`src/design/unsigned_divide_modulo_32_defines.svh`:
```
// assertion macros for the divider
`ifndef UNSIGNED_DIVIDE_MODULO_32_DEFINES_SVH
`define UNSIGNED_DIVIDE_MODULO_32_DEFINES_SVH

// same-cycle implication, checked outside reset
`define UDM_ASSERT_SAME(label, ante, cons) \
  label: assert property (@(posedge clk) disable iff (rst) (ante) |-> (cons)) \
    else $error("divider check failed");

// next-cycle implication, checked outside reset
`define UDM_ASSERT_NEXT(label, ante, cons) \
  label: assert property (@(posedge clk) disable iff (rst) (ante) |=> (cons)) \
    else $error("divider check failed");

`endif

```
`src/design/udm_pkg.sv`:
```
package udm_pkg;

  typedef struct packed {
    logic [31:0] dividend;
    logic [31:0] divisor;
  } udm_in_t;

  typedef struct packed {
    logic [31:0] quotient;
    logic [31:0] remainder;
    logic        divide_by_zero;
  } udm_out_t;

  typedef enum logic [1:0] {
    ST_IDLE,
    ST_RUN,
    ST_DONE
  } udm_state_t;

  // controller to datapath
  typedef struct packed {
    logic load;
    logic step;
  } udm_cmd_t;

endpackage

```
`src/design/udm_ctrl.sv`:
```
module udm_ctrl
  import udm_pkg::*;
#(
  parameter int WIDTH = 32
) (
  input  logic     clk,
  input  logic     rst,
  input  logic     start,
  output logic     busy,
  output logic     done,
  output udm_cmd_t cmd
);

  localparam int CW = (WIDTH > 2) ? $clog2(WIDTH) : 1;

  udm_state_t    state, state_next;
  logic [CW-1:0] count, count_next;

  always_ff @(posedge clk) begin
    if (rst) begin
      state <= ST_IDLE;
      count <= '0;
    end else begin
      state <= state_next;
      count <= count_next;
    end
  end

  always_comb begin
    state_next = state;
    count_next = count;
    cmd        = '0;
    busy       = 1'b0;
    done       = 1'b0;
    unique case (state) inside
      ST_IDLE, ST_DONE: begin
        done = (state == ST_DONE);
        if (start) begin
          cmd.load   = 1'b1;
          count_next = CW'(WIDTH - 1);
          state_next = ST_RUN;
        end else begin
          state_next = ST_IDLE;
        end
      end
      ST_RUN: begin
        busy     = 1'b1;
        cmd.step = 1'b1;
        if (count == '0) begin
          state_next = ST_DONE;
        end else begin
          count_next = count - 1'b1;
        end
      end
      default: begin
        state_next = ST_IDLE;
      end
    endcase
  end

endmodule

```
`src/design/udm_dp.sv`:
```
module udm_dp
  import udm_pkg::*;
#(
  parameter int WIDTH = 32
) (
  input  logic     clk,
  input  udm_cmd_t cmd,
  input  udm_in_t  request,
  output udm_out_t result
);

  logic [WIDTH-1:0] rem;
  logic [WIDTH-1:0] quo;
  logic [WIDTH-1:0] den;
  logic             dz;
  logic [WIDTH:0]   shifted;
  logic [WIDTH+1:0] diff;

  // restoring step: shift in next dividend bit, trial subtract
  always_comb begin
    shifted = {rem, quo[WIDTH-1]};
    diff    = {1'b0, shifted} - {2'b00, den};
  end

  always_ff @(posedge clk) begin
    if (cmd.load) begin
      rem <= '0;
      quo <= WIDTH'(request.dividend);
      den <= WIDTH'(request.divisor);
      dz  <= (WIDTH'(request.divisor) == '0);
    end else if (cmd.step) begin
      if (diff[WIDTH+1]) begin
        rem <= shifted[WIDTH-1:0];
      end else begin
        rem <= diff[WIDTH-1:0];
      end
      quo <= {quo[WIDTH-2:0], ~diff[WIDTH+1]};
    end
  end

  // zero divisor falls out of the loop: all ones quotient, dividend remainder
  always_comb begin
    result.quotient       = 32'(quo);
    result.remainder      = 32'(rem);
    result.divide_by_zero = dz;
  end

endmodule

```
`src/design/unsigned_divide_modulo_32.sv`:
```
// channel    | handshake            | payload
// -----------+----------------------+--------------------------------
// operands   | start high, busy low | request (dividend, divisor)
// result     | done strobe, 1 cycle | result (quotient, remainder,
//            |                      |         divide_by_zero)
//
// from acceptance to the done strobe, the radix-2 restoring loop retires
// one quotient bit a cycle
// a new transaction may be accepted in the cycle that done is high
// synchronous reset returns the controller to idle; datapath registers
// carry no reset
// the receiver cannot stall: each result is shown for exactly one cycle
module unsigned_divide_modulo_32
  import udm_pkg::*;
#(
  parameter int WIDTH = 32
) (
  input  logic     clk,
  input  logic     rst,
  input  logic     start,
  output logic     busy,
  input  udm_in_t  request,
  output logic     done,
  output udm_out_t result
);

`include "unsigned_divide_modulo_32_defines.svh"

  // command bundle from the sequencer to the shift/subtract datapath
  udm_cmd_t cmd;

  // controller: idle, WIDTH iterations, then a one-cycle result strobe
  udm_ctrl #(
    .WIDTH (WIDTH)
  ) u_ctrl (
    .clk   (clk),
    .rst   (rst),
    .start (start),
    .busy  (busy),
    .done  (done),
    .cmd   (cmd)
  );

  // datapath: partial remainder, quotient/dividend shift register, divisor
  udm_dp #(
    .WIDTH (WIDTH)
  ) u_dp (
    .clk     (clk),
    .cmd     (cmd),
    .request (request),
    .result  (result)
  );

  // a result strobe never overlaps the iteration phase
  `UDM_ASSERT_SAME(a_done_not_busy, done, !busy)
  // an accepted transaction always starts iterating
  `UDM_ASSERT_NEXT(a_accept_busy, start && !busy, busy)
  // the result strobe lasts exactly one cycle
  `UDM_ASSERT_NEXT(a_done_single, done, !done)

endmodule

```
`config.mk`:
```
export PLATFORM = sky130hd
export DESIGN_NAME = unsigned_divide_modulo_32
export DESIGN_NICKNAME = d
export VERILOG_FILES = /design/src/design/udm_pkg.sv /design/src/design/udm_ctrl.sv /design/src/design/udm_dp.sv /design/src/design/unsigned_divide_modulo_32.sv
export VERILOG_INCLUDE_DIRS = /design/src /design/src/design
export SDC_FILE = /design/constraint.sdc
export NUM_CORES = 1
export LEC_CHECK = 0
export BUFFER_PORTS_ARGS = -buffer_cell sky130_fd_sc_hd__buf_2
export CORE_MARGIN = 2
export CORE_UTILIZATION = 37
export CTS_BUF_LIST = sky130_fd_sc_hd__clkbuf_4 sky130_fd_sc_hd__clkbuf_8
export CTS_CLUSTER_SIZE = 24
export DETAILED_ROUTE_END_ITERATION = 12
export PLACE_DENSITY = 0.61
export SLEW_MARGIN = 10
export SYNTH_ARGS = -nofsm -noshare
export SYNTH_HDL_FRONTEND = slang
export SYNTH_HIERARCHICAL = 1
export SYNTH_SLANG_ARGS = --single-unit
```
`constraint.sdc`:
```
create_clock -name clk -period 8.8 [get_ports clk]
set_clock_uncertainty 0.2 [all_clocks]
set_input_delay 0.44 -clock clk [delete_from_list [all_inputs] [get_ports clk]]
set_output_delay 0.44 -clock clk [all_outputs]
set_load 0.05 [all_outputs]
```
==> results_dict.tcl, run 1 <==
set metrics [dict create \
    outcome "finished, final reports clean" \
    grt_pass1_wl_mm 25.47 \
    wl_per_cell_um 16.77 \
    finalCriticalPeriod_ns 3.316 \
    setup_violations 0 \
    drv_slew 0 \
    drv_cap 0 \
    switching_share_pct 42.97 \
    port_buffers 133 \
    fin_ws_ns 5.484 \
    clk_pin_slew_ns 0.10 \
    async_flop_share_pct 0 \
    pwr-share-comb_pct 43.7 \
    fin_nets 826 \
    vias 5030 \
    min_path_type "primary input to flip-flop" \
    synth_fp_nets 706 \
    crit_path_end_kind "flip-flop" \
    die_x_um 133.2 \
    cts_htree_levels 3 \
    ant_nets 0 \
    routed_wl_mm 15.94 \
    fin_util_pct 43.74 \
    clk_path_buf_depth 2 \
    timing.slew.headroom_pct 36.07 \
    synth_ff_type "edfxtp_1" \
    grt_antenna_before_repair 1 \
    ys_seq_area_share_pct 44.25 \
    cp_max_fo 4 \
    synth_top_area_cell "edfxtp_1" \
    rsz0062_at_grt "no" \
    initial_core_util_pct 37.51 \
    area_growth_pct 16.61 \
    ctsResizeCount 0 \
    nFillCells 1628 \
    pwr-share-clk_pct 18.5 \
    synth_edf_count 65 \
    fin_tns_setup_ns 0 \
    grt_pass1_vias 5024 \
    max_freq_mhz 301.6 \
    instances_no_fill 950 \
    cts_hold_buffers 0 \
    cts_tree "built" \
    crit_arrival_ns 3.35 \
    drt-vias-per-instance 5.295 \
    cellLeakagePower_nw 3.012 \
    drc 0 \
    finalCritPeriodShare_pct 37.68 \
    drt_first_pass_iters 5 \
    placed_cells 934 \
    ys_top_cells_by_area "edfxtp_1 32%, dfxtp_1 13%, ha_1 6.7%" \
    crit_type "flip-flop to flip-flop" \
    core_um2 16470 \
    ir_drop_uv 109.7 \
    ios 134 \
    place.gp.congestion 0.8823 \
    start_kind "flip-flop" \
    ys_warn_count 6 \
    cts_root_buf "clkbuf_8" \
    die_y_um 133.2 \
    power_frac_seq_pct 37.8 \
    avgSynthCellArea_um2 10.21 \
    finalHoldViolations 0 \
    tightest_slew_ns 0.9569 \
    layout-drive-gt1-share_pct 28.77 \
    clk_latency_ns 0.39 \
    cts.sinks 104 \
    overflow 0 \
    synth_cell_type_count 79 \
    diodes 0 \
    p_switching_uw 738.3 \
    grt_max_degree 76 \
    netlist_instances 605 \
    cts_setup_buffers 0 \
    syn_area_um2 6176 \
    p_int_uw 980.0 \
    drt_iter0_markers 308 \
    worstPathRequired_ns 8.84 \
    pre_cts_ws_ns 5.506 \
    power_density_nw_per_um2 238.6 \
    num_rows 47 \
    grt_usage_pct 18.11 \
    ys_ff_latch 104 \
    dieArea_um2 17740 \
    cts_buffers 9 \
    hpwl_mm 11.92 \
    synth_top_area_share_pct 31.60 \
]
critical path: stages (launching register included):
cell and delay, ns:
edfxtp_1 0.41, inv_1 0.08, ha_1 0.15, inv_1 0.06
fa_1 0.41, a21oi_1 0.21, a2bb2oi_1 0.35, a2111o_1 0.31
a311oi_4 0.15, o2111ai_1 0.26, mux2_1 0.35, o21ai_1 0.13
a311oi_1 0.10
logic make-up after synthesis:
kind of cell,after synthesis,synth area share [%]
multiplexers,48,8.529
XOR/XNOR,23,3.262
buffers and inverters,72,4.984
AND/OR/NAND/NOR,179,14.91
adder cells (fa/ha/maj),34,7.010
AO/OA/AOI/OAI,145,17.06
flip-flops,104,44.25
state kept, by name, summed over array words and instances (netlist names):
| register | cells |
|---|---|
| u_dp/dz | 1 |
| u_ctrl/state | 2 |
| u_dp/quo | 32 |
| u_dp/rem | 32 |
| u_dp/den | 32 |
| u_ctrl/count | 5 |
layer usage:
metal	up-vias	routed length (um)	track usage, %
met5	-	0	0
met4	0	341	6.915
met3	21	993	4.224
met2	156	7902	31.49
met1	2361	6699	21.83
li1	2492	-	-
metrics by stage:
stage | power [mW] | hold WS [ns] | instance area [um^2]
CTS | 1.727 | 0.01805 | 7202
global route | 1.811 | 0.01119 | 7202
finish | 1.718 | 0.03946 | 7202
detailed placement | 1.407 | 0.2700 | 7004
floorplan | 1.239 | 0.2298 | 6176
global placement | 1.396 | 0.2493 | 7004
synthesized netlist by cell type (6+ instances only):
library cell / count
a211oi_1: 17
nor3_1: 9
mux2i_1: 14
xor2_1: 8
nand2_1: 37
xnor2_1: 15
ha_1: 33
nor4_1: 12
nand2b_1: 13
inv_1: 45
dfxtp_1: 39
o21ai_0: 17
nor2b_1: 8
o21a_1: 7
nor2_1: 52
clkbuf_1: 17
nand3_1: 16
nand4_1: 7
a21oi_1: 35
edfxtp_1: 65
a21o_1: 6
mux2_2: 31
a311oi_1: 11
layout make-up:
type	instances	area (um^2)	area share, %
Multi-Input combinational cell	429	3143	43.64
Inverter	46	172.7	2.398
Timing Repair Buffer	135	680.7	9.451
Clock inverter	6	66.31	0.9208
Clock buffer	10	131.4	1.824
Sequential cell	104	2733	37.94
Tap cell	220	275.3	3.822
power groups by stage:
stage	registers [mW]	logic, mW	clock network (mW)
after floorplan	0.820	0.419	0
after global placement	0.658	0.738	0
after detailed placement	0.660	0.746	0
after CTS	0.651	0.748	0.328
after global routing	0.660	0.808	0.343
final	0.650	0.750	0.318
worst paths after layout:
path / from / to / slack (ns) / cells past startpoint
min reg2reg: u_ctrl/count[4] / u_ctrl/state[1] / 0.28 / 1
max reg2reg: u_dp/quo[31] / u_dp/rem[30] / 5.48 / 12
max: u_dp/quo[31] / u_dp/rem[30] / 5.48 / 12
min: request[19] / u_dp/den[19] / 0.04 / 1
placed cells by master (no fill, tap or decap), types with 3 or more instances in the layout:
| master | Yosys | routed |
|---|---|---|
| o21a_1 | 7 | 7 |
| buf_2 | 3 | 133 |
| o211ai_1 | 5 | 5 |
| nor2b_1 | 8 | 7 |
| nand3_1 | 16 | 16 |
| ha_1 | 33 | 33 |
| nor3_1 | 9 | 9 |
| and2_1 | 3 | 3 |
| xnor2_1 | 15 | 15 |
| inv_1 | 45 | 45 |
| nor4_1 | 12 | 12 |
| a311oi_1 | 11 | 11 |
| clkbuf_8 | 0 | 9 |
| nand2_1 | 37 | 37 |
| mux2_2 | 31 | 31 |
| a21oi_1 | 35 | 35 |
| a21oi_2 | 3 | 3 |
| xor2_1 | 8 | 8 |
| edfxtp_1 | 65 | 65 |
| o21bai_1 | 5 | 5 |
| a21o_1 | 6 | 6 |
| mux2i_1 | 14 | 14 |
| nand4_1 | 7 | 7 |
| inv_6 | 0 | 3 |
| nor2_1 | 52 | 52 |
| a31oi_1 | 5 | 5 |
| or3_1 | 3 | 3 |
| o21ai_0 | 17 | 17 |
| a211oi_1 | 17 | 17 |
| dfxtp_1 | 39 | 39 |
| nand2b_1 | 13 | 13 |
Note: power is estimated with default switching activity, not from simulation.
==> run 2, diff against run 1 <==
--- a/config.mk
+++ b/config.mk
@@ -12,7 +12,7 @@
 export CTS_BUF_LIST = sky130_fd_sc_hd__clkbuf_4 sky130_fd_sc_hd__clkbuf_8
 export CTS_CLUSTER_SIZE = 24
 export DETAILED_ROUTE_END_ITERATION = 12
-export PLACE_DENSITY = 0.61
+export PLACE_DENSITY = 0.63
 export SLEW_MARGIN = 10
 export SYNTH_ARGS = -nofsm -noshare
 export SYNTH_HDL_FRONTEND = slang
==> constraint.sdc (replaced) <==
create_clock -name clk -period 2.7 [get_ports clk]
set_clock_uncertainty 0.2 [all_clocks]
set_input_delay 0.135 -clock clk [delete_from_list [all_inputs] [get_ports clk]]
set_output_delay 0.135 -clock clk [all_outputs]
set_load 0.05 [all_outputs]
==> results_dict.tcl, run 2 (same netlist as run 1, synthesis figures left out) <==
set metrics [dict create \
    crit_path_end_kind "flip-flop" \
    timing.slew.headroom_pct 22.74 \
    initial_core_util_pct 37.51 \
    cts_buffers 9 \
    cp_top_family "compound AO/OA/AOI/OAI gates" \
    min_path_type "primary input to flip-flop" \
    whs_ns 0.1368 \
    diodes 0 \
    fin_nets 1004 \
    place.gp.congestion 0.8436 \
    vias 5791 \
    area_growth_pct 52.94 \
    clk_path_buf_depth 2 \
    clk_latency_ns 0.39 \
    crit_type "flip-flop to flip-flop" \
    fin_ws_ns -0.2318 \
    die_x_um 133.2 \
    regArea_um2 2765 \
    wl_per_cell_um 16.32 \
    dieArea_um2 17740 \
    stdcell_area_um2 9445 \
    fin_tns_setup_ns -5.326 \
    rsz0062_at_grt "yes" \
    drt_iter0_markers 340 \
    tightest_slew_ns 1.149 \
    finalHoldViolations 0 \
    final_cell_mix "133 x buf_2, 94 x buf_4, 65 x dlygate4sd3_1, 65 x edfxtp_1, 52 x nor2_1" \
    routed_wl_mm 18.41 \
    cts_htree_levels 3 \
    drt_first_pass_iters 5 \
    critical_path.cell_chain "inv_2, ha_4, a21o_1, or3_4, o21a_4, o21ai_4, and3b_4, nor2_8, buf_6, mux2i_4, a211oi_2" \
    overflow 0 \
    setup_violations 33 \
    outcome "complete, but fails checks" \
    worstPathRequired_ns 2.81 \
    multiInputGateArea_um2 3657 \
    die_y_um 133.2 \
    max_freq_mhz 341.1 \
    clk_pin_slew_ns 0.10 \
    ant_nets 0 \
    drv_cap 0 \
    grt_pass1_vias 6014 \
    ir_drop_uv 405.8 \
    pre_cts_ws_ns -0.2186 \
    reg_top3 "u_dp/den: 32 flops, u_dp/quo: 32 flops, u_dp/rem: 32 flops" \
    ios 134 \
    final_common_cell "buf_2" \
    finalCriticalPeriod_ns 2.932 \
    cts_tree "built" \
    num_rows 47 \
    cts.sinks 104 \
    grt_max_degree 68 \
    violations "negative setup slack" \
    crit_arrival_ns 3.04 \
    max_stage_delay_ns 0.43 \
    drc 0 \
    cp_num_buf_inv 2 \
    grt_usage_pct 20.60 \
    hpwl_mm 12.96 \
    layout-drive-gt1-share_pct 45.59 \
    grt_antenna_before_repair 0 \
    crit_slowest_cell "or3_4" \
    cts_root_buf "clkbuf_8" \
    power_density_nw_per_um2 720.6 \
    fin_util_pct 57.36 \
    dpl-instance-area_um2 7833 \
    grt_pass1_wl_mm 29.59 \
    cellLeakagePower_nw 4.005 \
    drv_slew 0 \
    nFillCells 1437 \
    drt-vias-per-instance 5.134 \
    finalCritPeriodShare_pct 108.6 \
    core_um2 16470 \
    cp_max_fo 6 \
    start_kind "flip-flop" \
    port_buffers 133 \
]
run 2: cell count changes in the layout (fill, tap and decap cells not counted), moves of 10 or more:
cell | before | now
a21oi_1 | 35 | 25
buf_4 | 2 | 94
buf_6 | 0 | 14
dfxtp_1 | 39 | 17
dfxtp_2 | 0 | 20
dlygate4sd3_1 | 0 | 65
ha_1 | 33 | 20
ha_4 | 0 | 12
run 2: per-layer routing:
layer	wire length (um)	share of wire, %	global-route usage [%]	vias to the layer above
met5	0	0	0	-
met4	396	2.2	6.974	0
met3	896	4.9	3.919	22
met2	9315	51	36.15	148
met1	7798	42	25.51	2783
li1	-	-	-	2838
run 2: path summary, 6_finish.rpt:
| check | start | to | slack, ns | depth (start not counted) |
|---|---|---|---|---|
| max | u_dp/den[4] | u_dp/rem[20] | -0.23 | 11 |
| min | start | u_dp/quo[30] | 0.14 | 3 |
| max reg2reg | u_dp/den[4] | u_dp/rem[20] | -0.23 | 11 |
| min reg2reg | u_ctrl/count[4] | u_ctrl/state[1] | 0.30 | 1 |
run 2: area by class of cell:
| cell class | count | share of cell area [%] |
|---|---|---|
| clock buffer | 10 | 1.391 |
| clock inverter | 6 | 1.205 |
| inverter | 46 | 1.828 |
| multi-input combinational | 429 | 38.72 |
| sequential | 104 | 29.28 |
| tap | 220 | 2.914 |
| timing repair buffer | 313 | 24.67 |
run 2: tightest hold or removal path, cell delays in order:
cell     delay, ns
buf_2         0.07
nor2b_4       0.17
or2_2         0.20
run 2: stage by stage:
stage               power [mW]  instances
floorplan                4.072        605
global placement         5.003       1026
detailed placement       5.048       1026
CTS                      6.578       1119
global route             7.165       1128
finish                   6.806       1128
run 2: report_power, final:
part / internal, mW / switching, mW / leakage, nW / total [mW]
sequential: 1.95 / 0.154 / 0.963 / 2.11
clock: 0.634 / 0.578 / 0.124 / 1.21
combinational: 1.49 / 2.00 / 2.92 / 3.49
total: 4.08 / 2.73 / 4.01 / 6.81
run 2: timing repair:
item                                    4_1_cts  5_1_grt
resized for setup                            45       52
pin swaps                                    29       41
hold endpoints to repair                     72        0
hold buffers                                 65        0
endpoints found under the setup margin       32       33
gates cloned                                  2        1
setup buffers                                10        8
==> run 3, diff against run 2 <==
==> constraint.sdc (replaced) <==
create_clock -name clk -period 2.7 [get_ports clk]
set_clock_uncertainty 0.2 [all_clocks]
set_input_delay 0.81 -clock clk [delete_from_list [all_inputs] [get_ports clk]]
set_output_delay 0.81 -clock clk [all_outputs]
set_load 0.05 [all_outputs]
==> results_dict.tcl, run 3 (same netlist as run 1, synthesis figures left out) <==
set metrics [dict create \
    outcome "complete, but fails checks" \
    violations "negative setup slack" \
    instances_no_fill 1055 \
    p_switching_mw 2.640 \
    die_x_um 133.2 \
    finalCritPeriodShare_pct 108.2 \
    hpwl_mm 12.70 \
    cts.sinks 104 \
    tightest_slew_ns 1.093 \
    num_rows 47 \
    min_path_type "flip-flop to flip-flop" \
    total_power_mw 6.322 \
    wl_per_cell_um 16.39 \
    routed_wl_mm 17.30 \
    pre_cts_ws_ns -0.2067 \
    grt_antenna_before_repair 0 \
    cp_top_family "compound AO/OA/AOI/OAI gates" \
    vias 5492 \
    fin_util_pct 51.76 \
    grt_usage_pct 20.06 \
    clk_path_buf_depth 2 \
    diodes 0 \
    crit_slowest_cell "or3_4" \
    cp_num_buf_inv 3 \
    cts_root_buf "clkbuf_8" \
    nFillCells 1509 \
    placed_cells 1020 \
    grt_pass1_vias 5685 \
    dpl-instance-area_um2 7806 \
    stdcell_area_um2 8523 \
    ant_nets 0 \
    rsz0062_at_grt "yes" \
    layout-drive-gt1-share_pct 46.71 \
    ios 134 \
    crit_path_end_kind "flip-flop" \
    start_kind "flip-flop" \
    p_int_mw 3.681 \
    multiInputGateArea_um2 3496 \
    critical_path.cell_chain "inv_2, ha_4, a21o_1, or3_4, o21a_4, o21ai_4, and3b_4, nor2_8, buf_6, buf_16, mux2i_1, a211oi_1" \
    fin_nets 931 \
    power_density_nw_per_um2 741.7 \
    worstPathRequired_ns 2.81 \
    regArea_um2 2765 \
    switching_share_pct 41.77 \
    overflow 0 \
    cts_htree_levels 3 \
    finalHoldViolations 0 \
    initial_core_util_pct 37.51 \
    area_growth_pct 38.01 \
    drc 0 \
    drv_slew 0 \
    drt-vias-per-instance 5.206 \
    final_cell_mix "133 x buf_2, 93 x buf_4, 65 x edfxtp_1, 51 x nor2_1, 36 x inv_1" \
    grt_max_degree 75 \
    cellLeakagePower_nw 3.630 \
    die_y_um 133.2 \
    cts_tree "built" \
    grt_pass1_wl_mm 28.51 \
    clk_latency_ns 0.39 \
    crit_type "flip-flop to flip-flop" \
    setup_violations 31 \
    cts_buffers 9 \
    cts_hold_buffers 0 \
    timing.slew.headroom_pct 26.51 \
    pwr-share-comb_pct 52.2 \
    clk_pin_slew_ns 0.11 \
    drt_first_pass_iters 5 \
    ir_drop_uv 369.4 \
    cp_max_fo 5 \
    finalCriticalPeriod_ns 2.921 \
    dieArea_um2 17740 \
    max_stage_delay_ns 0.40 \
    drt_iter0_markers 250 \
    max_freq_mhz 342.3 \
    final_common_cell "buf_2" \
    fin_ws_ns -0.2214 \
    port_buffers 133 \
    pwr-share-clk_pct 14.6 \
    drv_cap 0 \
    power_frac_seq_pct 33.2 \
    place.gp.congestion 0.8958 \
    reg_top3 "u_dp/den: 32 flops, u_dp/quo: 32 flops, u_dp/rem: 32 flops" \
    core_um2 16470 \
    crit_arrival_ns 3.03 \
]
run 3: cell count changes in the layout (fill, tap and decap cells not counted), moves of 5 or more:
| cell | delta |
|---|---|
| a311oi_1 | +5 |
| a311oi_2 | -5 |
| buf_6 | -11 |
| dlygate4sd3_1 | -65 |
run 3: per-stage QoR:
stage                     hold WS (ns)  setup TNS [ns]
after floorplan                 0.2298          -1.902
after global placement          0.2489          -1.630
after detailed placement        0.2659          -2.965
after CTS                       0.2799          -3.532
after global routing            0.2897          -8.131
final                           0.2808          -3.645
run 3: repair_timing:
item / CTS / global route
hold endpoints to repair: 0 / 0
buffers inserted: 13 / 4
gates resized for setup: 49 / 11
cloned: 4 / 0
setup endpoints to repair: 33 / 33
pin swaps: 50 / 19
run 3: layer usage:
metal	routed length [um]	GRT usage, %
met5	0	0
met4	389	7.092
met3	897	3.767
met2	8402	34.92
met1	7605	24.98
run 3: worst paths after layout:
path,to,startpoint,slack [ns],cells past startpoint
setup / recovery,u_dp/rem[8],u_dp/den[4],-0.22,12
hold reg to reg,u_ctrl/state[1],u_ctrl/count[4],0.28,1
hold / removal,u_ctrl/state[1],u_ctrl/count[4],0.28,1
setup reg to reg,u_dp/rem[8],u_dp/den[4],-0.22,12
run 3: final cells by class:
class | count | share of cell area, %
repair buffers | 240 | 19.25
clock inverters | 6 | 0.4991
multi-input cells | 429 | 41.02
flip-flops and latches | 104 | 32.44
clock buffers | 10 | 1.541
inverters | 46 | 2.026
well taps | 220 | 3.230
run 3: power by group through the flow:
stage	registers (mW)	clock network, mW	logic (mW)
after global placement	2.11	0	2.86
after global routing	2.13	1.02	3.55
after detailed placement	2.12	0	2.91
final	2.10	0.921	3.30
after floorplan	2.69	0	1.39
after CTS	2.10	0.958	3.27
